==> src/hw/rtl/pdic_pkg.sv <==
package pdic_pkg;

    // Field and register widths
    localparam int SAMPLE_WIDTH = 16;
    localparam int FRAC_BITS    = 8;
    localparam int GAIN_W       = 16;
    localparam int LIMIT_W      = 15;
    localparam int OUT_W        = 26;
    localparam int CFG_DATA_W   = 16;
    localparam int CFG_IDX_W    = 3;
    localparam int DEADBAND     = 2;

    // Request codes
    localparam logic REQ_STEP  = 1'b0;
    localparam logic REQ_CLEAR = 1'b1;

    // |sample| * gain stays below 2^(SAMPLE_WIDTH + GAIN_W - 1)
    localparam int PROD_W    = SAMPLE_WIDTH + GAIN_W - 1;
    // Numerator shift: 2^FRAC_BITS/30 = 2^7/15, 2^FRAC_BITS/4000 = 2^3/125
    localparam int SHIFT_MAX = 7;
    localparam int X_W       = PROD_W + SHIFT_MAX;
    // Numerator is split at 2^16 so that the reciprocal multiply stays narrow
    localparam int SPLIT     = 16;
    localparam int XH_W      = X_W - SPLIT;
    localparam int S_W       = 24;
    localparam int RECIP_W   = 25;
    localparam int C1_W      = 6;
    localparam int C2_W      = 13;
    localparam int MAG_W     = XH_W + C2_W;
    // Clamp limit in fixed point and a clamped term
    localparam int LIM_W     = LIMIT_W + FRAC_BITS;
    localparam int TERM_W    = LIM_W + 1;

    // Constant divide by d of x = m << sh:
    //   x = xh * 2^16 + xl, 2^16 = c2 * d + c1
    //   x / d = c2 * xh + (c1 * xh + xl) / d, the last by reciprocal recip >> k
    typedef struct packed {
        logic [2:0]         sh;
        logic [C1_W-1:0]    c1;
        logic [C2_W-1:0]    c2;
        logic [RECIP_W-1:0] recip;
        logic [4:0]         k;
    } t_div_row;

    // Divide by 15 (P and D terms)
    localparam t_div_row ROW_PD = '{sh: 3'd7, c1: 6'd1, c2: 13'd4369,
                                   recip: 25'd17895698, k: 5'd28};
    // Divide by 125 (I term)
    localparam t_div_row ROW_I  = '{sh: 3'd3, c1: 6'd36, c2: 13'd524,
                                   recip: 25'd17179870, k: 5'd31};

    // Divisor rows selected by factor_set; both rows hold the same divisors
    localparam t_div_row PD_ROWS [2] = '{ROW_PD, ROW_PD};
    localparam t_div_row I_ROWS  [2] = '{ROW_I, ROW_I};

    // Register indexes
    typedef enum logic [CFG_IDX_W-1:0] {
        CFG_KP      = 3'd0,
        CFG_KI      = 3'd1,
        CFG_KD      = 3'd2,
        CFG_P_LIMIT = 3'd3,
        CFG_I_LIMIT = 3'd4,
        CFG_D_LIMIT = 3'd5
    } t_cfg_idx;

    typedef struct packed {
        logic [GAIN_W-1:0]  kp;
        logic [GAIN_W-1:0]  ki;
        logic [GAIN_W-1:0]  kd;
        logic [LIMIT_W-1:0] p_limit;
        logic [LIMIT_W-1:0] i_limit;
        logic [LIMIT_W-1:0] d_limit;
    } t_cfg;

endpackage

==> src/hw/rtl/pdic_cfg.sv <==
module pdic_cfg import pdic_pkg::*; (
    input  logic                  i_clk,
    input  logic                  i_rst_n,
    input  logic                  i_cfg_wr_en,
    input  logic [CFG_IDX_W-1:0]  i_cfg_idx,
    input  logic [CFG_DATA_W-1:0] i_cfg_data,
    output t_cfg                  o_cfg
);

    t_cfg r_cfg;

    // Register file, write only
    always_ff @(posedge i_clk) begin
        if (!i_rst_n) begin
            r_cfg.kp      <= '0;
            r_cfg.ki      <= '0;
            r_cfg.kd      <= '0;
            r_cfg.p_limit <= '1;
            r_cfg.i_limit <= '1;
            r_cfg.d_limit <= '1;
        end else if (i_cfg_wr_en) begin
            case (t_cfg_idx'(i_cfg_idx))
                CFG_KP:      r_cfg.kp      <= i_cfg_data[GAIN_W-1:0];
                CFG_KI:      r_cfg.ki      <= i_cfg_data[GAIN_W-1:0];
                CFG_KD:      r_cfg.kd      <= i_cfg_data[GAIN_W-1:0];
                CFG_P_LIMIT: r_cfg.p_limit <= i_cfg_data[LIMIT_W-1:0];
                CFG_I_LIMIT: r_cfg.i_limit <= i_cfg_data[LIMIT_W-1:0];
                CFG_D_LIMIT: r_cfg.d_limit <= i_cfg_data[LIMIT_W-1:0];
                default:     ;
            endcase
        end
    end

    assign o_cfg = r_cfg;

endmodule

==> src/hw/rtl/pdic_scale.sv <==
module pdic_scale import pdic_pkg::*; (
    input  logic                           i_clk,
    input  logic                           i_en1,
    input  logic                           i_en2,
    input  logic                           i_en3,
    input  logic signed [SAMPLE_WIDTH-1:0] i_value,
    input  logic [GAIN_W-1:0]              i_gain,
    input  t_div_row                       i_row,
    output logic [MAG_W-1:0]               o_mag,
    output logic                           o_neg
);

    logic [SAMPLE_WIDTH-1:0]        abs_v;
    logic [SAMPLE_WIDTH+GAIN_W-1:0] prod;
    logic [X_W-1:0]                 x;
    logic [XH_W-1:0]                xh;
    logic [SPLIT-1:0]               xl;
    logic [XH_W+C1_W-1:0]           s_full;
    logic [MAG_W-1:0]               hi;
    logic [S_W+RECIP_W-1:0]         lo_prod;
    logic [S_W+RECIP_W-1:0]         lo_full;
    logic [MAG_W-1:0]               q;

    logic [PROD_W-1:0] r_m1;
    logic              r_neg1;
    t_div_row          r_row1;
    logic [S_W-1:0]    r_s2;
    logic [MAG_W-1:0]  r_hi2;
    logic              r_neg2;
    t_div_row          r_row2;
    logic [MAG_W-1:0]  r_q3;
    logic              r_neg3;

    // Stage 1: magnitude times gain
    assign abs_v = i_value[SAMPLE_WIDTH-1] ? $unsigned(-i_value) : $unsigned(i_value);
    assign prod  = abs_v * i_gain;

    always_ff @(posedge i_clk) begin
        if (i_en1) begin
            r_m1   <= prod[PROD_W-1:0];
            r_neg1 <= i_value[SAMPLE_WIDTH-1];
            r_row1 <= i_row;
        end
    end

    // Stage 2: split numerator, fold high part by constant multiplies
    assign x      = X_W'(r_m1) << r_row1.sh;
    assign xh     = x[X_W-1:SPLIT];
    assign xl     = x[SPLIT-1:0];
    assign s_full = xh * r_row1.c1 + (XH_W+C1_W)'(xl);
    assign hi     = xh * r_row1.c2;

    always_ff @(posedge i_clk) begin
        if (i_en2) begin
            r_s2   <= s_full[S_W-1:0];
            r_hi2  <= hi;
            r_neg2 <= r_neg1;
            r_row2 <= r_row1;
        end
    end

    // Stage 3: reciprocal multiply on the folded remainder part
    assign lo_prod = r_s2 * r_row2.recip;
    assign lo_full = lo_prod >> r_row2.k;
    assign q       = r_hi2 + MAG_W'(lo_full[S_W-1:0]);

    always_ff @(posedge i_clk) begin
        if (i_en3) begin
            r_q3   <= q;
            r_neg3 <= r_neg2;
        end
    end

    assign o_mag = r_q3;
    assign o_neg = r_neg3;

endmodule

==> src/hw/rtl/pid_deadband_integral_clamped_core.sv <==
// PID step with integral deadband and symmetric per-term limits.
// Pipeline from the accepting edge to o_valid: input register, three
// scaling stages, term and integral stage, output register.
// Throughput: one word per cycle unless stalled; the integral add and clamp close in one stage.
// Reset (i_rst_n low, synchronous): pipeline empty, gains 0, limits 32767,
// previous error and integral 0.
module pid_deadband_integral_clamped_core import pdic_pkg::*; (
    input  logic                           i_clk,
    input  logic                           i_rst_n,
    input  logic                           i_valid,
    output logic                           o_stall,
    input  logic                           i_req_type,
    input  logic signed [SAMPLE_WIDTH-1:0] i_error_value,
    input  logic                           i_factor_set,
    output logic                           o_valid,
    input  logic                           i_stall,
    output logic signed [OUT_W-1:0]        o_control_output,
    input  logic                           i_cfg_wr_en,
    input  logic [CFG_IDX_W-1:0]           i_cfg_idx,
    input  logic [CFG_DATA_W-1:0]          i_cfg_data
);

    localparam int INC_MAG_W = 28;
    localparam int ACC_W     = INC_MAG_W + 2;
    localparam logic signed [SAMPLE_WIDTH-1:0] DB_POS = SAMPLE_WIDTH'(DEADBAND);
    localparam logic signed [SAMPLE_WIDTH-1:0] DB_NEG = -DB_POS;
    localparam logic signed [SAMPLE_WIDTH-1:0] S_MAX  = {1'b0, {(SAMPLE_WIDTH-1){1'b1}}};
    localparam logic signed [SAMPLE_WIDTH-1:0] S_MIN  = {1'b1, {(SAMPLE_WIDTH-1){1'b0}}};

    t_cfg cfg;

    logic rdy0, rdy1, rdy2, rdy3, rdy4, rdy5;
    logic acc;
    logic signed [SAMPLE_WIDTH:0]   delta_full;
    logic signed [SAMPLE_WIDTH-1:0] delta_sat;
    logic                           outside_db;
    logic signed [SAMPLE_WIDTH-1:0] i_val;
    t_div_row                       row_pd;
    t_div_row                       row_i;
    logic [MAG_W-1:0]               mag_p, mag_i, mag_d;
    logic                           neg_p, neg_i, neg_d;
    logic [LIM_W-1:0]               lim_p, lim_i, lim_d;
    logic signed [TERM_W-1:0]       term_p, term_d;
    logic signed [INC_MAG_W:0]      inc;
    logic signed [ACC_W-1:0]        acc_sum;
    logic signed [ACC_W-1:0]        lim_i_pos, lim_i_neg, acc_clamp;
    logic signed [OUT_W-1:0]        sum3;

    logic                           r_v0, r_v1, r_v2, r_v3, r_v4;
    logic                           r_c0, r_c1, r_c2, r_c3;
    logic signed [SAMPLE_WIDTH-1:0] r_s0_err;
    logic signed [SAMPLE_WIDTH-1:0] r_s0_delta;
    logic                           r_s0_fset;
    logic signed [SAMPLE_WIDTH-1:0] r_prev_err;
    logic signed [TERM_W-1:0]       r_int;
    logic signed [TERM_W-1:0]       r_p4, r_i4, r_d4;
    logic                           r_out_valid;
    logic signed [OUT_W-1:0]        r_out;

    function automatic logic signed [TERM_W-1:0] sym_term(
        input logic [MAG_W-1:0] mag,
        input logic             neg,
        input logic [LIM_W-1:0] lim
    );
        logic [LIM_W-1:0] m;
        m = (mag > MAG_W'(lim)) ? lim : mag[LIM_W-1:0];
        return neg ? -$signed({1'b0, m}) : $signed({1'b0, m});
    endfunction

    pdic_cfg u_cfg (
        .i_clk       (i_clk),
        .i_rst_n     (i_rst_n),
        .i_cfg_wr_en (i_cfg_wr_en),
        .i_cfg_idx   (i_cfg_idx),
        .i_cfg_data  (i_cfg_data),
        .o_cfg       (cfg)
    );

    // Ready chain: a stage moves when it is empty or the next one moves
    assign rdy5    = !r_out_valid || !i_stall;
    assign rdy4    = !r_v4 || rdy5;
    assign rdy3    = !r_v3 || rdy4;
    assign rdy2    = !r_v2 || rdy3;
    assign rdy1    = !r_v1 || rdy2;
    assign rdy0    = !r_v0 || rdy1;
    assign o_stall = !rdy0;
    assign acc     = i_valid && rdy0;

    // Input stage: saturated difference against the error of the last step request
    assign delta_full = {i_error_value[SAMPLE_WIDTH-1], i_error_value}
                      - {r_prev_err[SAMPLE_WIDTH-1], r_prev_err};
    always_comb begin
        if (delta_full[SAMPLE_WIDTH] != delta_full[SAMPLE_WIDTH-1]) begin
            delta_sat = delta_full[SAMPLE_WIDTH] ? S_MIN : S_MAX;
        end else begin
            delta_sat = delta_full[SAMPLE_WIDTH-1:0];
        end
    end

    always_ff @(posedge i_clk) begin
        if (!i_rst_n) begin
            r_v0       <= 1'b0;
            r_prev_err <= '0;
        end else begin
            if (rdy0) begin
                r_v0 <= i_valid;
            end
            if (acc && (i_req_type == REQ_STEP)) begin
                r_prev_err <= i_error_value;
            end
        end
    end

    always_ff @(posedge i_clk) begin
        if (rdy0) begin
            r_c0       <= (i_req_type == REQ_CLEAR);
            r_s0_err   <= i_error_value;
            r_s0_delta <= delta_sat;
            r_s0_fset  <= i_factor_set;
        end
    end

    // Deadband: inside it the integral increment is zero
    assign outside_db = (r_s0_err > DB_POS) || (r_s0_err < DB_NEG);
    assign i_val      = outside_db ? r_s0_err : '0;
    assign row_pd     = PD_ROWS[r_s0_fset];
    assign row_i      = I_ROWS[r_s0_fset];

    // Scaling pipelines, one per term
    pdic_scale u_scale_p (
        .i_clk   (i_clk),
        .i_en1   (rdy1),
        .i_en2   (rdy2),
        .i_en3   (rdy3),
        .i_value (r_s0_err),
        .i_gain  (cfg.kp),
        .i_row   (row_pd),
        .o_mag   (mag_p),
        .o_neg   (neg_p)
    );

    pdic_scale u_scale_i (
        .i_clk   (i_clk),
        .i_en1   (rdy1),
        .i_en2   (rdy2),
        .i_en3   (rdy3),
        .i_value (i_val),
        .i_gain  (cfg.ki),
        .i_row   (row_i),
        .o_mag   (mag_i),
        .o_neg   (neg_i)
    );

    pdic_scale u_scale_d (
        .i_clk   (i_clk),
        .i_en1   (rdy1),
        .i_en2   (rdy2),
        .i_en3   (rdy3),
        .i_value (r_s0_delta),
        .i_gain  (cfg.kd),
        .i_row   (row_pd),
        .o_mag   (mag_d),
        .o_neg   (neg_d)
    );

    // Valid and clear flags alongside the scaling stages
    always_ff @(posedge i_clk) begin
        if (!i_rst_n) begin
            r_v1 <= 1'b0;
            r_v2 <= 1'b0;
            r_v3 <= 1'b0;
        end else begin
            if (rdy1) r_v1 <= r_v0;
            if (rdy2) r_v2 <= r_v1;
            if (rdy3) r_v3 <= r_v2;
        end
    end

    always_ff @(posedge i_clk) begin
        if (rdy1) r_c1 <= r_c0;
        if (rdy2) r_c2 <= r_c1;
        if (rdy3) r_c3 <= r_c2;
    end

    // Term stage: clamp P and D, accumulate and clamp the integral
    assign lim_p  = LIM_W'({cfg.p_limit, {FRAC_BITS{1'b0}}});
    assign lim_i  = LIM_W'({cfg.i_limit, {FRAC_BITS{1'b0}}});
    assign lim_d  = LIM_W'({cfg.d_limit, {FRAC_BITS{1'b0}}});
    assign term_p = sym_term(mag_p, neg_p, lim_p);
    assign term_d = sym_term(mag_d, neg_d, lim_d);

    assign inc       = neg_i ? -$signed({1'b0, mag_i[INC_MAG_W-1:0]})
                             : $signed({1'b0, mag_i[INC_MAG_W-1:0]});
    assign acc_sum   = ACC_W'(r_int) + ACC_W'(inc);
    assign lim_i_pos = $signed(ACC_W'(lim_i));
    assign lim_i_neg = -lim_i_pos;

    always_comb begin
        if (acc_sum > lim_i_pos) begin
            acc_clamp = lim_i_pos;
        end else if (acc_sum < lim_i_neg) begin
            acc_clamp = lim_i_neg;
        end else begin
            acc_clamp = acc_sum;
        end
    end

    always_ff @(posedge i_clk) begin
        if (!i_rst_n) begin
            r_v4  <= 1'b0;
            r_int <= '0;
        end else if (rdy4) begin
            r_v4 <= r_v3 && !r_c3;
            if (r_v3) begin
                r_int <= r_c3 ? '0 : acc_clamp[TERM_W-1:0];
            end
        end
    end

    always_ff @(posedge i_clk) begin
        if (rdy4) begin
            r_p4 <= term_p;
            r_i4 <= acc_clamp[TERM_W-1:0];
            r_d4 <= term_d;
        end
    end

    // Output register: sum of the clamped terms
    assign sum3 = OUT_W'(r_p4) + OUT_W'(r_i4) + OUT_W'(r_d4);

    always_ff @(posedge i_clk) begin
        if (!i_rst_n) begin
            r_out_valid <= 1'b0;
        end else if (rdy5) begin
            r_out_valid <= r_v4;
        end
    end

    always_ff @(posedge i_clk) begin
        if (rdy5) begin
            r_out <= sum3;
        end
    end

    assign o_valid          = r_out_valid;
    assign o_control_output = r_out;

    // A clear word zeroes the integral and yields no result
    a_clear_zeroes: assert property (@(posedge i_clk) disable iff (!i_rst_n)
        (r_v3 && r_c3 && rdy4) |=> (r_int == '0))
        else $error("integral not cleared");

    a_clear_silent: assert property (@(posedge i_clk) disable iff (!i_rst_n)
        (r_v3 && r_c3 && rdy4) |=> !r_v4)
        else $error("clear word produced a result");

    // A held term word keeps its value
    a_term_hold: assert property (@(posedge i_clk) disable iff (!i_rst_n)
        (r_v4 && !rdy4) |=> (r_v4 && $stable(r_p4) && $stable(r_i4) && $stable(r_d4)))
        else $error("term stage lost a held word");

    // Previous error follows each accepted step request
    a_prev_err: assert property (@(posedge i_clk) disable iff (!i_rst_n)
        (acc && (i_req_type == REQ_STEP)) |=> (r_prev_err == $past(i_error_value)))
        else $error("previous error not updated");

endmodule
==> config.mk <==
export PLATFORM = sky130hd
export DESIGN_NAME = pid_deadband_integral_clamped_core
export DESIGN_NICKNAME = d
export VERILOG_FILES = /design/src/hw/rtl/pdic_pkg.sv /design/src/hw/rtl/pdic_cfg.sv /design/src/hw/rtl/pdic_scale.sv /design/src/hw/rtl/pid_deadband_integral_clamped_core.sv
export SDC_FILE = /design/constraint.sdc
export NUM_CORES = 2
export LEC_CHECK = 0
export ABC_AREA = 1
export ABC_CLOCK_PERIOD_IN_PS = 34300
export BUFFER_PORTS_ARGS = -buffer_cell sky130_fd_sc_hd__buf_2
export CORE_ASPECT_RATIO = 1.75
export CORE_MARGIN = 5
export CORE_UTILIZATION = 55
export DETAILED_ROUTE_END_ITERATION = 6
export GPL_TIMING_DRIVEN = 0
export PLACE_DENSITY = 0.71
export SETUP_SLACK_MARGIN = 0.15
export SLEW_MARGIN = 40
export SYNTH_ARGS = -nofsm -noshare
export SYNTH_HDL_FRONTEND = slang
export SYNTH_SLANG_ARGS = --single-unit
==> constraint.sdc <==
create_clock -name i_clk -period 34.3 [get_ports i_clk]
set_input_delay 6.86 -clock i_clk [delete_from_list [all_inputs] [get_ports i_clk]]
set_output_delay 6.86 -clock i_clk [all_outputs]
set_load 0.01 [all_outputs]
### Word-level counts from Yosys, hierarchy flattened

Cells that the tools add are included.

* add/subtract/negate cells: 17
* multipliers: 12
* magnitude comparators: 7
* eq/ne operators: 6
* shifts and indexed selects: 6
* multiplexer cells: 18
* bitwise gates (word level): 2
* reductions and logical operators: 27

Operator list (count)
* $mux W52: 4
* $mul A24 B25 Y49: 3
* $shr A49 B5 Y24: 3
* $shl A31 B3 Y38: 3
* $mux W16: 6
* $mul A16 B16 Y31: 3
* $mux W23: 4
* $add A24 B16 Y24: 3
* $mul A22 B6 Y24: 3
* $mux W24: 3
* $add A35 B24 Y35: 2
* $gt A35 B23 Y1: 2
* $mul A22 B13 Y35: 2
* $neg A16 Y16: 3
* $neg A23 Y24: 2
* $add A24 B29 Y30: 1
* $gt A30 B24 Y1: 1
* $lt A30 B30 Y1: 1
* $neg A23 Y30: 1
* $mux W29: 1
* $neg A28 Y29: 1
* $add A28 B24 Y28: 1
* $mul A22 B13 Y28: 1
* $add A25 B24 Y26: 1
* other kinds (16): 40

* flip-flop bits (word level): 808
* input port bits: 42
* logic and storage cells: 157

### Depth between registers and ports, before layout

* depth after elaboration: 9
* depth in mapped cells: 44
* depth with buffers taken out: 41

### By module

Synthesis repeated with hierarchy kept, for this count alone.

* cell total of the unflattened synthesis: 22862
* area total of the unflattened synthesis: 178829.0 µm²

By module, submodules not included
* pdic_scale (u_scale_i): times used 1, cells each 6794, area an instance 53450.0 µm²
* pdic_scale (u_scale_p): times used 1, cells each 6762, area an instance 53161.0 µm²
* pdic_scale (u_scale_d): times used 1, cells each 6768, area an instance 53132.2 µm²
* pid_deadband_integral_clamped_core: times used 1, cells each 2050, area an instance 15543.7 µm²
* pdic_cfg: times used 1, cells each 488, area an instance 3542.1 µm²

### Worst setup path before layout

Ideal clock, no wire load.

* path type: input -> output
* start: in i_stall
* end: out o_stall
* arrival time: 15.451 ns
* data required time: 27.440 ns
* slack: 11.989 ns
* stages on the path: 8
* path buffers: 0
* cells stage by stage: nand2_1 -> nor2_1 -> nand2_1 -> nor2_1 -> inv_1 -> nor2_1 -> inv_1 -> nor2_1

* word-level cells in the longest chain between the ends: 8

Ends and longest elaborated chain
* start: declaration: RTL line pid_deadband_integral_clamped_core.sv:16 `input logic i_stall,`
* $logic_not A1 Y1: RTL line pid_deadband_integral_clamped_core.sv:80 `assign rdy5 = !r_out_valid || !i_stall;`
* $logic_or A1 B1 Y1: RTL line pid_deadband_integral_clamped_core.sv:80
* $logic_or A1 B1 Y1: RTL line pid_deadband_integral_clamped_core.sv:81 `assign rdy4 = !r_v4 || rdy5;`
* $logic_or A1 B1 Y1: RTL line pid_deadband_integral_clamped_core.sv:82 `assign rdy3 = !r_v3 || rdy4;`
* named net rdy3: RTL line pid_deadband_integral_clamped_core.sv:32 `logic rdy0, rdy1, rdy2, rdy3, rdy4, rdy5;`
* $logic_or A1 B1 Y1: RTL line pid_deadband_integral_clamped_core.sv:83 `assign rdy2 = !r_v2 || rdy3;`
* named net rdy2: RTL line pid_deadband_integral_clamped_core.sv:32
* $logic_or A1 B1 Y1: RTL line pid_deadband_integral_clamped_core.sv:84 `assign rdy1 = !r_v1 || rdy2;`
* named net rdy1: RTL line pid_deadband_integral_clamped_core.sv:32
* $logic_or A1 B1 Y1: RTL line pid_deadband_integral_clamped_core.sv:85 `assign rdy0 = !r_v0 || rdy1;`
* $logic_not A1 Y1: RTL line pid_deadband_integral_clamped_core.sv:86 `assign o_stall = !rdy0;`
* end: declaration: RTL line pid_deadband_integral_clamped_core.sv:11 `output logic o_stall,`

The timed path passes the listed nets, and every way through them passes these cells.

### Final worst setup path

* start: in i_stall
* end: out o_stall

* word-level cells in the longest chain between the ends: 8

Ends and longest elaborated chain (RTL line)
* $logic_not A1 Y1: pid_deadband_integral_clamped_core.sv:80
* $logic_or A1 B1 Y1: pid_deadband_integral_clamped_core.sv:80
* named net rdy5: pid_deadband_integral_clamped_core.sv:32
* $logic_or A1 B1 Y1: pid_deadband_integral_clamped_core.sv:81
* $logic_or A1 B1 Y1: pid_deadband_integral_clamped_core.sv:82
* named net rdy3: pid_deadband_integral_clamped_core.sv:32
* $logic_or A1 B1 Y1: pid_deadband_integral_clamped_core.sv:83
* named net rdy2: pid_deadband_integral_clamped_core.sv:32
* $logic_or A1 B1 Y1: pid_deadband_integral_clamped_core.sv:84
* named net rdy1: pid_deadband_integral_clamped_core.sv:32
* $logic_or A1 B1 Y1: pid_deadband_integral_clamped_core.sv:85
* $logic_not A1 Y1: pid_deadband_integral_clamped_core.sv:86

The timed path passes the listed nets, and every way through them passes these cells.

==> impl_metrics.json <==
{
  "cts_setup_buffers": 0,
  "seq_area_sq_mm": 0.0175,
  "yosysSeqAreaShare_pct": 20.2,
  "maxCapViolCount": 0,
  "area_growth_pct": 6.31,
  "finalMaxSlewViolations": 0,
  "grt-busiest-layer": "met2",
  "drtIter0Drc": 3540,
  "drc": 0,
  "fp.dieW_um": 310,
  "cts_resized": 0,
  "die_h_um": 534,
  "syn_inst": 9986,
  "grt_use_total_pct": 30.5,
  "gp_congestion": 0.989,
  "worstPathMaxFanout": 56,
  "wl_um": 251000,
  "grtUsageMet1_pct": 30.9,
  "route.vias.total": 67781,
  "hold_viol": 0,
  "htree_levels": 3,
  "fillers": 14092,
  "grt_pass1_vias": 72389,
  "outcome": "finished clean",
  "postRouteAntennaNets": 0,
  "hold_path_end": "u_scale_p.r_neg2",
  "rr_worst_depth": 38,
  "synth-async-reset-ratio_pct": 0,
  "multi_input_area_sq_mm": 0.0604,
  "io_pins": 70,
  "critPathArrivalTime_ps": 9900,
  "clkLatencyLatePin_ps": 690,
  "cts.sinks": 628,
  "ys_ff_latch": 628,
  "grt_pass1_wl_um": 389000,
  "holdWs_ps": 418,
  "syn_nets": 12395,
  "antenna_found_initial": 14,
  "final_cells": 12232,
  "cp_data_required_time_ps": 27440,
  "nets": 12540,
  "design.core.area_sq_mm": 0.156,
  "synth.distinct_cells": 68,
  "finalSetupViolCount": 0,
  "worstReg2RegStart": "r_s0_err[15]",
  "clk_pin_slew_ps": 60,
  "hold_path.class": "reg -> reg",
  "finalSetupTns_ps": 0,
  "timing.fmax_mhz": 59.7,
  "hpwl_um": 215000,
  "hold_depth": 0,
  "clockBufferDepth": 3,
  "hold_buffers": 0,
  "layout-drive-gt1-share_pct": 3.15,
  "rows": 192,
  "initial_utilization_pct": 55.2,
  "grt_overflow": 0,
  "fin_crit_ps": 16760,
  "finalCritPeriodShare_pct": 48.9,
  "wl_per_cell_um": 20.5,
  "r2r_slack_ps": 24460,
  "worst_setup_path_end_kind": "primary output",
  "rsz0062_at_grt": "no",
  "portBuffers": 67,
  "grtUsageMet2_pct": 56.3,
  "groute.layer.met3.usage_pct": 3.32,
  "die-area_sq_mm": 0.165,
  "cts_tree": "built",
  "worstMarginPinSlew_ps": 904,
  "ys_warn_count": 0,
  "hp-start": "u_scale_p.r_neg1",
  "dpl.cell_count": 12097,
  "syn-cell-area_sq_mm": 0.0864,
  "ctsRootBufferMaster": "clkbuf_16",
  "r2r-end": "u_scale_i.r_m1[29]",
  "cp-start-kind": "input port",
  "slew_headroom_pct": 39.1,
  "drt-pass1-iter-count": 6,
  "synth.avg_cell_area_sq_um": 8.65,
  "cts_made_buffers": 68,
  "skew_ps": 28.6,
  "via_per_inst": 5.54,
  "crit_type": "in -> out",
  "synth_top_flop_cell": "edfxtp_1",
  "grt_max_degree": 60,
  "synth_edf_count": 489
}
[per-layer routing]
| metal | wire length [um] | part of all wire (%) |
|---|---|---|
| met2 | 130000 | 52 |
| met3 | 9940 | 4.0 |
| met5 | 62 | 0.025 |
| met1 | 85800 | 34 |
| met4 | 25300 | 10 |
[cell usage after synthesis, drive strengths merged, types with 3 or more instances]
library cell  count  area (sq um)
a211oi            9          67.6
a21boi           24           180
a21o             30           225
a21oi           595          3020
a221oi            9          78.8
a31o              3          26.3
a31oi            46           288
and2             19           119
and3              5          31.3
buf              31           194
clkbuf          134           503
clkinv            7          26.3
dfxtp           139          2780
edfxtp          489         14700
fa              961         19200
ha             1406         17600
inv            2087          7840
nand2          1756          6670
nand3           277          1410
nand3b           19           143
nand4            60           382
nor2            776          3000
nor3             67           375
nor3b             6          50.1
nor4             44           282
o2111ai           6          52.6
o211ai           61           463
o21a             26           195
o21ai           349          1760
o21bai           24           180
o221ai           10          87.6
o22ai             4          25.0
o311ai            4          35.0
o31ai             8          60.1
or2              15          93.8
or3               4          25.0
xnor2           135          1180
xor2            334          2930
[per-stage QoR]
stage | area [sq um] | util, % | setup slack (ps)
6_report | 91800 | 58.7 | 17540
5_1_grt | 91800 | 58.7 | 17310
4_1_cts | 91800 | 58.7 | 17470
3_5_place_dp | 89400 | 57.2 | 17470
3_3_place_gp | 89200 | 57.1 | 8390
2_1_floorplan | 86400 | - | 11990
[sequential cells by signal, indices dropped and copies added (netlist names), 19 cells and up]
signal / count
u_scale_i.r_m1: 31
r_int: 24
u_scale_p.o_mag: 35
u_scale_d.r_hi2: 35
u_scale_i.o_mag: 28
r_i4: 24
u_scale_p.r_s2: 19
r_p4: 24
u_cfg.o_cfg: 93
r_d4: 24
o_control_output: 26
u_scale_i.r_hi2: 26
u_scale_d.r_m1: 31
u_scale_d.r_s2: 19
u_scale_p.r_hi2: 35
u_scale_p.r_m1: 31
u_scale_i.r_s2: 21
u_scale_d.o_mag: 35
[how the worst max path moves through the flow]
stage                 start       to  slack [ps]  cells after the start
global route        i_stall  o_stall       17310                     11
CTS                 i_stall  o_stall       17470                     11
floorplan           i_stall  o_stall       11990                      8
finish              i_stall  o_stall       17540                     11
detailed placement  i_stall  o_stall       17470                     11
global placement    i_stall  o_stall        8390                     10
[final cells by class]
cell class	instances	area share, %
diodes	10	0.0273
plain buffers	165	0.769
clock buffers	81	1.91
clock inverters	43	0.632
inverters	2094	8.59
multi-input cells	7099	65.7
flip-flops and latches	628	19.0
well taps	2037	2.78
repair buffers	75	0.537
[cell usage in the layout (no fill, tap or decap), drive strengths merged, types with 46 or more instances in the layout]
cell type  count
a21oi        595
a31oi         46
buf          106
clkbuf       215
dfxtp        139
edfxtp       489
fa           961
ha          1406
inv         2095
nand2       1756
nand3        277
nand4         60
nor2         776
nor3          67
o211ai        61
o21ai        349
xnor2        135
xor2         334
[kinds of logic (layout without fill, tap and decap cells)]
kind of cell | Yosys count | after routing | synth area share [%]
simple gates | 3050 | 3050 | 14.6
fa+ha+maj | 2367 | 2367 | 42.6
buf+inv | 2259 | 2458 | 9.92
compound gates | 1213 | 1213 | 7.86
flops | 628 | 628 | 20.2
xor+xnor | 469 | 469 | 4.77
other cells | 0 | 10 | 0
[worst max-delay path, cell delays in order]
cell and delay, ps:
buf_2 90, nand2_2 360, nor2_1 460, nand2_4 240, nor2_1 340, inv_8 220, buf_16 270, nor2_1 260
inv_6 190, nor2_1 340, buf_2 200
Power is not shown: default switching activity piles up to over one toggle a cycle in this logic, so the estimate is an artifact.
